### config.mk
export PLATFORM = sky130hd
export DESIGN_NAME = timeout_timer_pool
export DESIGN_NICKNAME = d
export VERILOG_FILES = /design/src/design/ttp_pkg.sv /design/src/design/ttp_alloc_enc.sv /design/src/design/timeout_timer_pool.sv
export SDC_FILE = /design/constraint.sdc
export NUM_CORES = 1
export LEC_CHECK = 0
export BUFFER_PORTS_ARGS = -buffer_cell sky130_fd_sc_hd__buf_2
export CORE_ASPECT_RATIO = 1.25
export CORE_MARGIN = 2
export CORE_UTILIZATION = 55
export CTS_BUF_LIST = sky130_fd_sc_hd__clkbuf_4
export DETAILED_ROUTE_END_ITERATION = 6
export PLACE_DENSITY_LB_ADDON = 0.08
export REMOVE_ABC_BUFFERS = 1
export SYNTH_ARGS = -nofsm -noshare
export SYNTH_HDL_FRONTEND = slang
export SYNTH_SLANG_ARGS = --single-unit
export TNS_END_PERCENT = 50
### constraint.sdc
create_clock -name clk_i -period 12.3 [get_ports clk_i]
set_input_delay 0 -clock clk_i [delete_from_list [all_inputs] [get_ports clk_i]]
set_output_delay 0 -clock clk_i [all_outputs]
set_load 0.005 [all_outputs]
### src/design/ttp_pkg.sv
// Package with shared constants, command codes and types of the timeout timer pool.
package ttp_pkg;

  localparam int NUM_TIMERS = 8;
  localparam int TIME_WIDTH = 32;
  localparam int CMD_W      = 3;
  localparam int INDEX_W    = 8;
  localparam int PERIOD_W   = 32;
  localparam int HANDLE_W   = 3;
  localparam int SLOT_W     = 6;

  typedef enum logic [CMD_W-1:0] {
    CMD_TICK        = 3'd0,
    CMD_CREATE      = 3'd1,
    CMD_START       = 3'd2,
    CMD_POLL        = 3'd3,
    CMD_RELEASE_ALL = 3'd4
  } cmd_e;

  localparam logic STATUS_OK   = 1'b0;
  localparam logic STATUS_FAIL = 1'b1;

  typedef struct packed {
    logic              found;
    logic [SLOT_W-1:0] slot;
  } free_slot_t;

endpackage

### src/design/ttp_alloc_enc.sv
// Priority encoder that finds the lowest free timer slot.
module ttp_alloc_enc #(
  parameter int NumTimers = ttp_pkg::NUM_TIMERS
) (
  input  logic [NumTimers-1:0] alloc_i,
  output ttp_pkg::free_slot_t  free_o
);

  localparam int SlotW = ttp_pkg::SLOT_W;

  always_comb begin
    free_o = '0;
    for (int i = NumTimers - 1; i >= 0; i--) begin
      if (!alloc_i[i]) begin
        free_o.found = 1'b1;
        free_o.slot  = SlotW'(i);
      end
    end
  end

endmodule

### src/design/timeout_timer_pool.sv
// Top level of the timeout timer pool: input register, execute logic, result register.
//
//  channel  | direction | handshake                 | payload
//  ---------+-----------+---------------------------+-----------------------------------
//  command  | in        | start / busy              | cmd_i, timer_index_i, period_i
//  result   | out       | result_valid_o (strobe)   | status_o, handle_o, expired_o
//  config   | in        | cfg_valid_i / cfg_ready_o | cfg_data_i (count_enable)
//
//  One command per cycle; busy stays low, each result passes through the input and result registers.
//  The rate is set by the single execute stage: lowest-free encode and one elapsed compare.
//  Reset clears the time counter and all allocation and running flags; counting is enabled.
//  Results are strobed for one cycle only; the receiver cannot stall.
module timeout_timer_pool #(
  parameter int NumTimers = ttp_pkg::NUM_TIMERS,
  parameter int TimeWidth = ttp_pkg::TIME_WIDTH
) (
  input  logic                         clk_i,
  input  logic                         rst_ni,
  input  logic                         start,
  output logic                         busy,
  input  logic [ttp_pkg::CMD_W-1:0]    cmd_i,
  input  logic [ttp_pkg::INDEX_W-1:0]  timer_index_i,
  input  logic [ttp_pkg::PERIOD_W-1:0] period_i,
  output logic                         result_valid_o,
  output logic                         status_o,
  output logic [ttp_pkg::HANDLE_W-1:0] handle_o,
  output logic                         expired_o,
  input  logic                         cfg_valid_i,
  output logic                         cfg_ready_o,
  input  logic                         cfg_data_i
);

  localparam int IdxW    = (NumTimers > 1) ? $clog2(NumTimers) : 1;
  localparam int IndexW  = ttp_pkg::INDEX_W;
  localparam int PeriodW = ttp_pkg::PERIOD_W;
  localparam int HandleW = ttp_pkg::HANDLE_W;
  localparam int CmpW    = (TimeWidth > PeriodW) ? TimeWidth : PeriodW;

  // input register
  logic                      in_vld_q;
  logic [ttp_pkg::CMD_W-1:0] cmd_q;
  logic [IndexW-1:0]         index_q;
  logic [PeriodW-1:0]        period_q;

  // state
  logic                 cnt_en_q;
  logic [TimeWidth-1:0] time_q, time_d;
  logic [NumTimers-1:0] alloc_q, alloc_d;
  logic [NumTimers-1:0] run_q, run_d;
  logic [TimeWidth-1:0] start_time_q [NumTimers];
  logic [PeriodW-1:0]   len_q        [NumTimers];

  // result register
  logic               res_vld_q;
  logic               status_q, status_d;
  logic [HandleW-1:0] handle_q, handle_d;
  logic               expired_q, expired_d;

  ttp_pkg::free_slot_t free;
  logic                in_range, usable, hit, wr_start;
  logic [IdxW-1:0]     sel;
  logic [TimeWidth-1:0] elapsed;

  assign busy        = 1'b0;
  assign cfg_ready_o = 1'b1;

  ttp_alloc_enc #(
    .NumTimers(NumTimers)
  ) u_alloc_enc (
    .alloc_i(alloc_q),
    .free_o (free)
  );

  always_ff @(posedge clk_i or negedge rst_ni) begin
    if (!rst_ni) begin
      in_vld_q <= 1'b0;
    end else begin
      in_vld_q <= start && !busy;
    end
  end

  always_ff @(posedge clk_i) begin
    if (start && !busy) begin
      cmd_q    <= cmd_i;
      index_q  <= timer_index_i;
      period_q <= period_i;
    end
  end

  always_ff @(posedge clk_i or negedge rst_ni) begin
    if (!rst_ni) begin
      cnt_en_q <= 1'b1;
    end else if (cfg_valid_i && cfg_ready_o) begin
      cnt_en_q <= cfg_data_i;
    end
  end

  assign in_range = index_q < IndexW'(NumTimers);
  assign sel      = index_q[IdxW-1:0];
  assign usable   = in_range && alloc_q[sel] && cnt_en_q;
  assign elapsed  = time_q - start_time_q[sel];
  assign hit      = CmpW'(len_q[sel]) <= CmpW'(elapsed);

  always_comb begin
    time_d    = time_q;
    alloc_d   = alloc_q;
    run_d     = run_q;
    wr_start  = 1'b0;
    status_d  = ttp_pkg::STATUS_OK;
    handle_d  = '0;
    expired_d = 1'b0;
    case (cmd_q)
      ttp_pkg::CMD_TICK: begin
        if (cnt_en_q) begin
          time_d = time_q + TimeWidth'(1);
        end
      end
      ttp_pkg::CMD_CREATE: begin
        if (free.found) begin
          alloc_d[free.slot[IdxW-1:0]] = 1'b1;
          run_d[free.slot[IdxW-1:0]]   = 1'b0;
          handle_d = HandleW'(free.slot);
        end else begin
          status_d = ttp_pkg::STATUS_FAIL;
        end
      end
      ttp_pkg::CMD_START: begin
        if (usable) begin
          wr_start   = 1'b1;
          run_d[sel] = 1'b1;
        end else begin
          status_d = ttp_pkg::STATUS_FAIL;
        end
      end
      ttp_pkg::CMD_POLL: begin
        if (usable && run_q[sel]) begin
          if (hit) begin
            expired_d  = 1'b1;
            run_d[sel] = 1'b0;
          end
        end else begin
          status_d = ttp_pkg::STATUS_FAIL;
        end
      end
      ttp_pkg::CMD_RELEASE_ALL: begin
        alloc_d = '0;
        run_d   = '0;
      end
      default: begin
        status_d = ttp_pkg::STATUS_FAIL;
      end
    endcase
  end

  always_ff @(posedge clk_i or negedge rst_ni) begin
    if (!rst_ni) begin
      time_q    <= '0;
      alloc_q   <= '0;
      run_q     <= '0;
      res_vld_q <= 1'b0;
    end else begin
      res_vld_q <= in_vld_q;
      if (in_vld_q) begin
        time_q  <= time_d;
        alloc_q <= alloc_d;
        run_q   <= run_d;
      end
    end
  end

  // start time and length are only read for a running timer, which a start has written
  always_ff @(posedge clk_i) begin
    if (in_vld_q && wr_start) begin
      start_time_q[sel] <= time_q;
      len_q[sel]        <= period_q;
    end
  end

  always_ff @(posedge clk_i) begin
    if (in_vld_q) begin
      status_q  <= status_d;
      handle_q  <= handle_d;
      expired_q <= expired_d;
    end
  end

  assign result_valid_o = res_vld_q;
  assign status_o       = status_q;
  assign handle_o       = handle_q;
  assign expired_o      = expired_q;

endmodule

## Word-level counts from Yosys, hierarchy flattened

Memory sizes are Yosys's and may differ from the RTL's. A register that Yosys moved wholly into a read port is not among the register bits.
Cells that the tools add are included.

| word-level totals | value |
|---|---|
| flip-flop bits (word level) | 99 |
| latch bits | 0 |
| bits in writable memories | 512 |
| ROM bits | 0 |
| bits of input ports | 48 |
| output and inout bits | 8 |
| logic and storage cells | 85 |
| memories kept | 2 |

Memories:

| name | depth | bits a word | rd ports | clocked after memory_dff | write ports | RTL line | RTL |
|---|---|---|---|---|---|---|---|
| len_q | 8 | 32 | 1 | 1 | 1 | timeout_timer_pool.sv:51 | `logic [PeriodW-1:0] len_q [NumTimers];` |
| start_time_q | 8 | 32 | 1 | 1 | 1 | timeout_timer_pool.sv:50 | `logic [TimeWidth-1:0] start_time_q [NumTimers];` |

| cells by class | value |
|---|---|
| add/subtract/negate cells | 2 |
| multiply operators | 0 |
| divide/modulo/power cells | 0 |
| order comparisons | 6 |
| equal/unequal tests | 8 |
| shift operators | 0 |
| multiplexer cells | 34 |
| bitwise logic cells | 6 |
| reduce and logical (&&, ||, !) cells | 15 |

Operators with widths:

| kind | count |
|---|---|
| 2-to-1 mux 7 bit | 8 |
| 2-to-1 mux 8 bit | 5 |
| adder 32 x 1 -> 32 bit (second input constant) | 1 |
| <= comparator 32 bit | 1 |
| one-hot mux 8 bit (4 select lines) | 1 |
| subtractor 32 bit | 1 |
| AND 8 bit | 2 |
| NOT 8 bit | 2 |
| bitwise OR 8 bit | 2 |
| one-hot mux 8 bit (2 select lines) | 1 |
| 2-to-1 mux 1 bit | 12 |
| less-than comparator 3 x 4 -> 1 bit (second input constant) | 2 |
| less-than comparator 8 x 4 -> 1 bit (second input constant) | 1 |
| inequality test 2 bit (second input constant) | 4 |
| binary-select mux 1 bit (select 3 bit) | 2 |
| demux 1 bit (select 3 bit) | 2 |
| equality test 3 x 2 -> 1 bit (second input constant) | 2 |
| >= comparator 3 x 1 -> 1 bit (second input constant) | 2 |
| logical AND 1 bit | 6 |
| 2-to-1 mux 3 bit | 2 |
| AND reduction 3 bit | 2 |
| AND reduction 6 bit | 1 |
| one-hot mux 1 bit (4 select lines) | 1 |
| AND reduction 2 bit | 2 |
| 6 further kinds | 6 |

## Depth between registers and ports, before layout

| depth | value |
|---|---|
| depth after elaboration | 16 |
| gate-level depth with buffers | 23 |
| gate-level depth less buffers | 21 |

## Cells and area by module

Synthesis repeated with hierarchy kept, for this count alone.

| second synthesis, totals | value |
|---|---|
| cell total of the unflattened synthesis | 1387 |
| area, all modules | 25682.1 sq um |

Modules (own cells, without submodules):

| module | instances | cells an instance | area each (sq um) |
|---|---|---|---|
| timeout_timer_pool | 1 | 1369 | 25575.8 |
| ttp_alloc_enc | 1 | 18 | 106.4 |

## Worst setup path before layout

OpenSTA, ideal clock, no wires.

| timing path | value |
|---|---|
| path kind | register to register |
| from | register index_q[0] |
| to | memory len_q[3][0] (netlist bit), enable pin |
| setup time | 0.565 ns |
| arrival | 5.793 ns |
| data required time | 11.735 ns |
| setup slack | 5.942 ns |
| stages on the path, launching flop included | 7 |
| buffers on the path | 1 |
| clock period less this slack | 6.358 ns |
| cell sequence | edfxtp_1 > buf_4 > nand2_1 > o22ai_1 > a211oi_2 > nand3_1 > nor3_1 |

| on the way | value |
|---|---|
| word-level cells in the longest chain between the ends | 9 |
| elaborated cells on any way between the ends | 10 |
| those cells by class | order compare (1); mux (6); reduce/logical (3) |

RTL lines:

| what | RTL line | RTL |
|---|---|---|
| from (decl) | timeout_timer_pool.sv:42 | `logic [IndexW-1:0] index_q;` |
| from (signal assigned) | timeout_timer_pool.sv:85 | `index_q <= timer_index_i;` |
| branches (longest 9 deep; another with less-than comparator 8 x 4 -> 1 bit) | n/a |  |
| to (decl) | timeout_timer_pool.sv:51 |  |

Parallel ways; which one is timed is not known. The select of a mux whose other input is x is not followed.

==> impl_metrics.env <==
export IMPL_totalPowerFinal_w=0.00446
export IMPL_drt_wirelength_per_cell_um=22.3
export IMPL_timing_critical_path_mode_cell="sky130_fd_sc_hd__ha_1"
export IMPL_floorplan_die_area_mm2=0.0489
export IMPL_postRouteAntennaNets=0
export IMPL_post_synth_main_area_contributors="sky130_fd_sc_hd__edfxtp_1 (65%), sky130_fd_sc_hd__mux4_2 (11%), sky130_fd_sc_hd__dfrtp_1 (4.8%)"
export IMPL_power_leakage_nw=9.97
export IMPL_later_pin_clock_latency_in_the_skew_report_ns=0.90
export IMPL_grt_first_pass_wirelength_um=84700
export IMPL_grt_overflow_total=0
export IMPL_crit_path_cell_trace="buf_4, mux4_2, mux2_2, ha_1, fa_1, nor2b_1, o2111ai_1, a211oi_1, a211oi_2, a21o_1, nand2_1, a21oi_1, o311a_1, ha_1, nand4_1, nor4_1, inv_1, o21ai_1, and2_1, o221a_2"
export IMPL_setup_tns_ns=0
export IMPL_dp_hpwl_um=30200
export IMPL_outcome="finished clean"
export IMPL_pin_count_of_the_biggest_net_entering_global_routing=60
export IMPL_vias_per_cell=5.73
export IMPL_core_area_mm2=0.0464
export IMPL_finalHoldViolCount=0
export IMPL_nNetsFinal=1795
export IMPL_postLayoutCellArea_mm2=0.0299
export IMPL_r2r_slack_ns=5.02
export IMPL_min_delay_start="start"
export IMPL_critical_path_peak_fanout=59
export IMPL_clkSinkCount=614
export IMPL_placement_setup_worst_slack_ns=5.04
export IMPL_crit_arrival_ns=8.11
export IMPL_globalplace_congestion=0.844
export IMPL_grt_met2_usage=0.399
export IMPL_tritoncts="done"
export IMPL_worst_setup_path_start_kind="register"
export IMPL_die_height_um=247
export IMPL_hold_path_endpoint="index_q[1]$_DFFE_PP_"
export IMPL_clk_pin_slew_worst_paths_ns=0.07
export IMPL_mappedNetlistArea_mm2=0.0259
export IMPL_initial_util=0.559
export IMPL_critical_path_required_ns=13.13
export IMPL_power_density_mw_per_mm2=149
export IMPL_critPathCaptureType="register"
export IMPL_cts_inserted_buffers=153
export IMPL_postCtsSetupBuffers=0
export IMPL_average_cell_area_after_synthesis_um2=18.3
export IMPL_synth_seq_area_share=0.701
export IMPL_post_route_cells_drive_above_1_share=0.284
export IMPL_firstDrtPassIters=7
export IMPL_die_width_um=198
export IMPL_hold_path_class="in2reg"
export IMPL_synth_top_area_share=0.649
export IMPL_commonest_register_cell_after_synthesis="sky130_fd_sc_hd__edfxtp_1"
export IMPL_synth_warning_count=0
export IMPL_worst_pin_slew_ns=1.04
export IMPL_clock_root_buffer="sky130_fd_sc_hd__clkbuf_4"
export IMPL_syn_instance_count=1416
export IMPL_top_level_ports=56
export IMPL_crit_type="reg2reg"
export IMPL_fillers=3315
export IMPL_drv_slew=0
export IMPL_relSlewSlack=0.304
export IMPL_dpl_instance_area_mm2=0.0269
export IMPL_final_min_clock_period_ns=7.28
export IMPL_drtIter0Drc=886
export IMPL_synth_enable_flop_cells=560
export IMPL_finalCritPeriodShare=0.592
export IMPL_wirelength_um=54300
export IMPL_clock_path_buffers=3
export IMPL_ys_seq_elements=614
export IMPL_met1_layer_usage_reported_by_global_route=0.307
export IMPL_antenna_violations_before_repair=1
export IMPL_final_setup_worst_slack_ns=5.02
export IMPL_finalHoldWorstSlack_ns=0.323
export IMPL_setup_viol_count_final=0
export IMPL_max_ir_drop_vdd_mv=0.106
export IMPL_drv_cap=0
export IMPL_grt_pass1_vias=14920
export IMPL_synthToLayoutAreaGrowth_pct=15.5
export IMPL_buffer_ports_inserted=53
export IMPL_async_flop_share=0.0831
export IMPL_worstHoldPathCells=3
export IMPL_vias=13944
export IMPL_maxClockFrequency_mhz=137
export IMPL_slowest_delay_ns=0.84
export IMPL_grtUsageMet3=0.0472
export IMPL_grt_busiest_layer="met2"
export IMPL_ctsHtreeMaxLevel=4
export IMPL_num_rows=88
export IMPL_critical_path_reg2reg_endpoint="run_q[5]$_DFFE_PN0P_"
export IMPL_rsz_0062_raised_after_global_routing="false"
export IMPL_clock_skew_final_ns=0.0581
export IMPL_synthDominantAreaCellType="sky130_fd_sc_hd__edfxtp_1"
export IMPL_r2r_cells=20
export IMPL_drcViolationCount=0
export IMPL_cpMaxStageDelayCell="sky130_fd_sc_hd__buf_4"
export IMPL_synth_lib_cells_used_distinct=78
export IMPL_track_usage=0.236
## layout by cell type, fill, tap and decap left out, types with 4 or more instances in the layout
master,instances
sky130_fd_sc_hd__edfxtp_1,560
sky130_fd_sc_hd__clkbuf_4,220
sky130_fd_sc_hd__mux4_2,131
sky130_fd_sc_hd__dlygate4sd3_1,94
sky130_fd_sc_hd__ha_1,64
sky130_fd_sc_hd__buf_2,53
sky130_fd_sc_hd__a21oi_1,51
sky130_fd_sc_hd__dfrtp_1,50
sky130_fd_sc_hd__nand2_1,49
sky130_fd_sc_hd__nor2_1,38
sky130_fd_sc_hd__mux2_2,37
sky130_fd_sc_hd__xnor2_1,37
sky130_fd_sc_hd__mux2i_1,34
sky130_fd_sc_hd__clkinv_1,34
sky130_fd_sc_hd__nand3_1,31
sky130_fd_sc_hd__a21o_1,30
sky130_fd_sc_hd__o21ai_0,26
sky130_fd_sc_hd__inv_1,21
sky130_fd_sc_hd__xor2_1,19
sky130_fd_sc_hd__nand2b_1,18
sky130_fd_sc_hd__nand4_1,17
sky130_fd_sc_hd__buf_4,17
sky130_fd_sc_hd__and3_1,12
sky130_fd_sc_hd__nor2b_1,10
sky130_fd_sc_hd__nor3_1,10
sky130_fd_sc_hd__o21ai_1,8
sky130_fd_sc_hd__or3_1,7
sky130_fd_sc_hd__bufinv_16,7
sky130_fd_sc_hd__o21a_1,5
sky130_fd_sc_hd__and4_1,5
sky130_fd_sc_hd__nor2_4,5
sky130_fd_sc_hd__clkinv_2,5
sky130_fd_sc_hd__nand3b_1,4
sky130_fd_sc_hd__nor4_1,4
sky130_fd_sc_hd__nor3b_1,4
sky130_fd_sc_hd__a31oi_1,4
sky130_fd_sc_hd__o221ai_1,4
## how the worst max path moves through the flow
stage / start / slack [ns] / depth (start not counted) / endpoint
finish: register / 5.02 / 20 / run_q[5]$_DFFE_PN0P_
global route: register / 4.53 / 20 / run_q[6]$_DFFE_PN0P_
CTS: register / 5.04 / 20 / run_q[5]$_DFFE_PN0P_
detailed placement: register / 5.04 / 20 / run_q[5]$_DFFE_PN0P_
global placement: register / 5.18 / 20 / run_q[5]$_DFFE_PN0P_
floorplan: register / 2.29 / 19 / run_q[5]$_DFFE_PN0P_
## routing by layer
layer | vias up | share of wire
met2 | 298 | 0.52
met3 | 67 | 0.041
li1 | 6388 | -
met5 | - | 0
met1 | 7191 | 0.42
met4 | 0 | 0.015
## per-stage QoR
stage               cells  utilization
global placement     2063        0.581
detailed placement   2063        0.581
floorplan            1363            -
global route         2433        0.646
CTS                  2432        0.646
finish               2433        0.646
## cell families after synthesis
family	synth area share
multiplexers	0.143
adder cells (fa/ha/maj)	0.0317
XOR/XNOR	0.0189
other	0.000290
buffers and inverters	0.0127
AO/OA/AOI/OAI	0.0455
AND/OR/NAND/NOR	0.0472
flip-flops	0.701
## worst max-delay path, delay by kind of cell, from the launching register on
kind                       cells  cell delay (ns)
DFF                            1             0.80
AOI/OAI and AO/OA              8             2.34
and+or+nand+nor                5             1.50
muxes                          2             0.68
buffers and inverters          2             0.93
adders and majority gates      3             0.91
## layout make-up
class                   instances  area [um^2]  area share
flip-flops and latches        614        18200       0.607
multi-input cells             728         7480       0.250
clock buffers                 220         1650      0.0552
repair buffers                164         1330      0.0446
well taps                     630          788      0.0263
clock inverters                55          428      0.0143
inverters                      21         78.8     0.00263
diodes                          1         2.50   0.0000836
## cells in the mapped netlist, types with 5 or more instances
cell type / n
sky130_fd_sc_hd__edfxtp_1: 560
sky130_fd_sc_hd__mux4_2: 131
sky130_fd_sc_hd__ha_1: 64
sky130_fd_sc_hd__a21oi_1: 51
sky130_fd_sc_hd__dfrtp_1: 50
sky130_fd_sc_hd__nand2_1: 49
sky130_fd_sc_hd__nor2_1: 43
sky130_fd_sc_hd__mux2_2: 37
sky130_fd_sc_hd__xnor2_1: 37
sky130_fd_sc_hd__mux2i_1: 34
sky130_fd_sc_hd__nand3_1: 31
sky130_fd_sc_hd__a21o_1: 30
sky130_fd_sc_hd__clkbuf_1: 29
sky130_fd_sc_hd__o21ai_0: 26
sky130_fd_sc_hd__inv_1: 21
sky130_fd_sc_hd__xor2_1: 19
sky130_fd_sc_hd__nand2b_1: 18
sky130_fd_sc_hd__nand4_1: 17
sky130_fd_sc_hd__buf_2: 13
sky130_fd_sc_hd__and3_1: 12
sky130_fd_sc_hd__nor2b_1: 12
sky130_fd_sc_hd__nor3_1: 11
sky130_fd_sc_hd__o21ai_1: 8
sky130_fd_sc_hd__or3_1: 7
sky130_fd_sc_hd__and4_1: 5
sky130_fd_sc_hd__o21a_1: 5
## sequential cells by signal, summed over array words and instances, names as in the netlist, named ones only
register        flops
index_q             8
len_q             256
cnt_en_q            1
expired_o           1
status_o            1
start_time_q      256
run_q               8
period_q           32
alloc_q             8
result_valid_o      1
time_q             32
handle_o            3
in_vld_q            1
cmd_q               3
## power by group
part / leakage (nW) / internal, W / switching, W
clock network: 1.21 / 0.000975 / 0.000801
registers: 5.30 / 0.00231 / 0.0000638
logic: 3.46 / 0.000155 / 0.000152
total: 9.97 / 0.00344 / 0.00102
## what timing repair did
action	4_1_cts	5_1_grt
hold buffers	94	0
endpoints found under the hold margin	142	0
resized for setup	0	0
(Power assumes the default switching activity.)
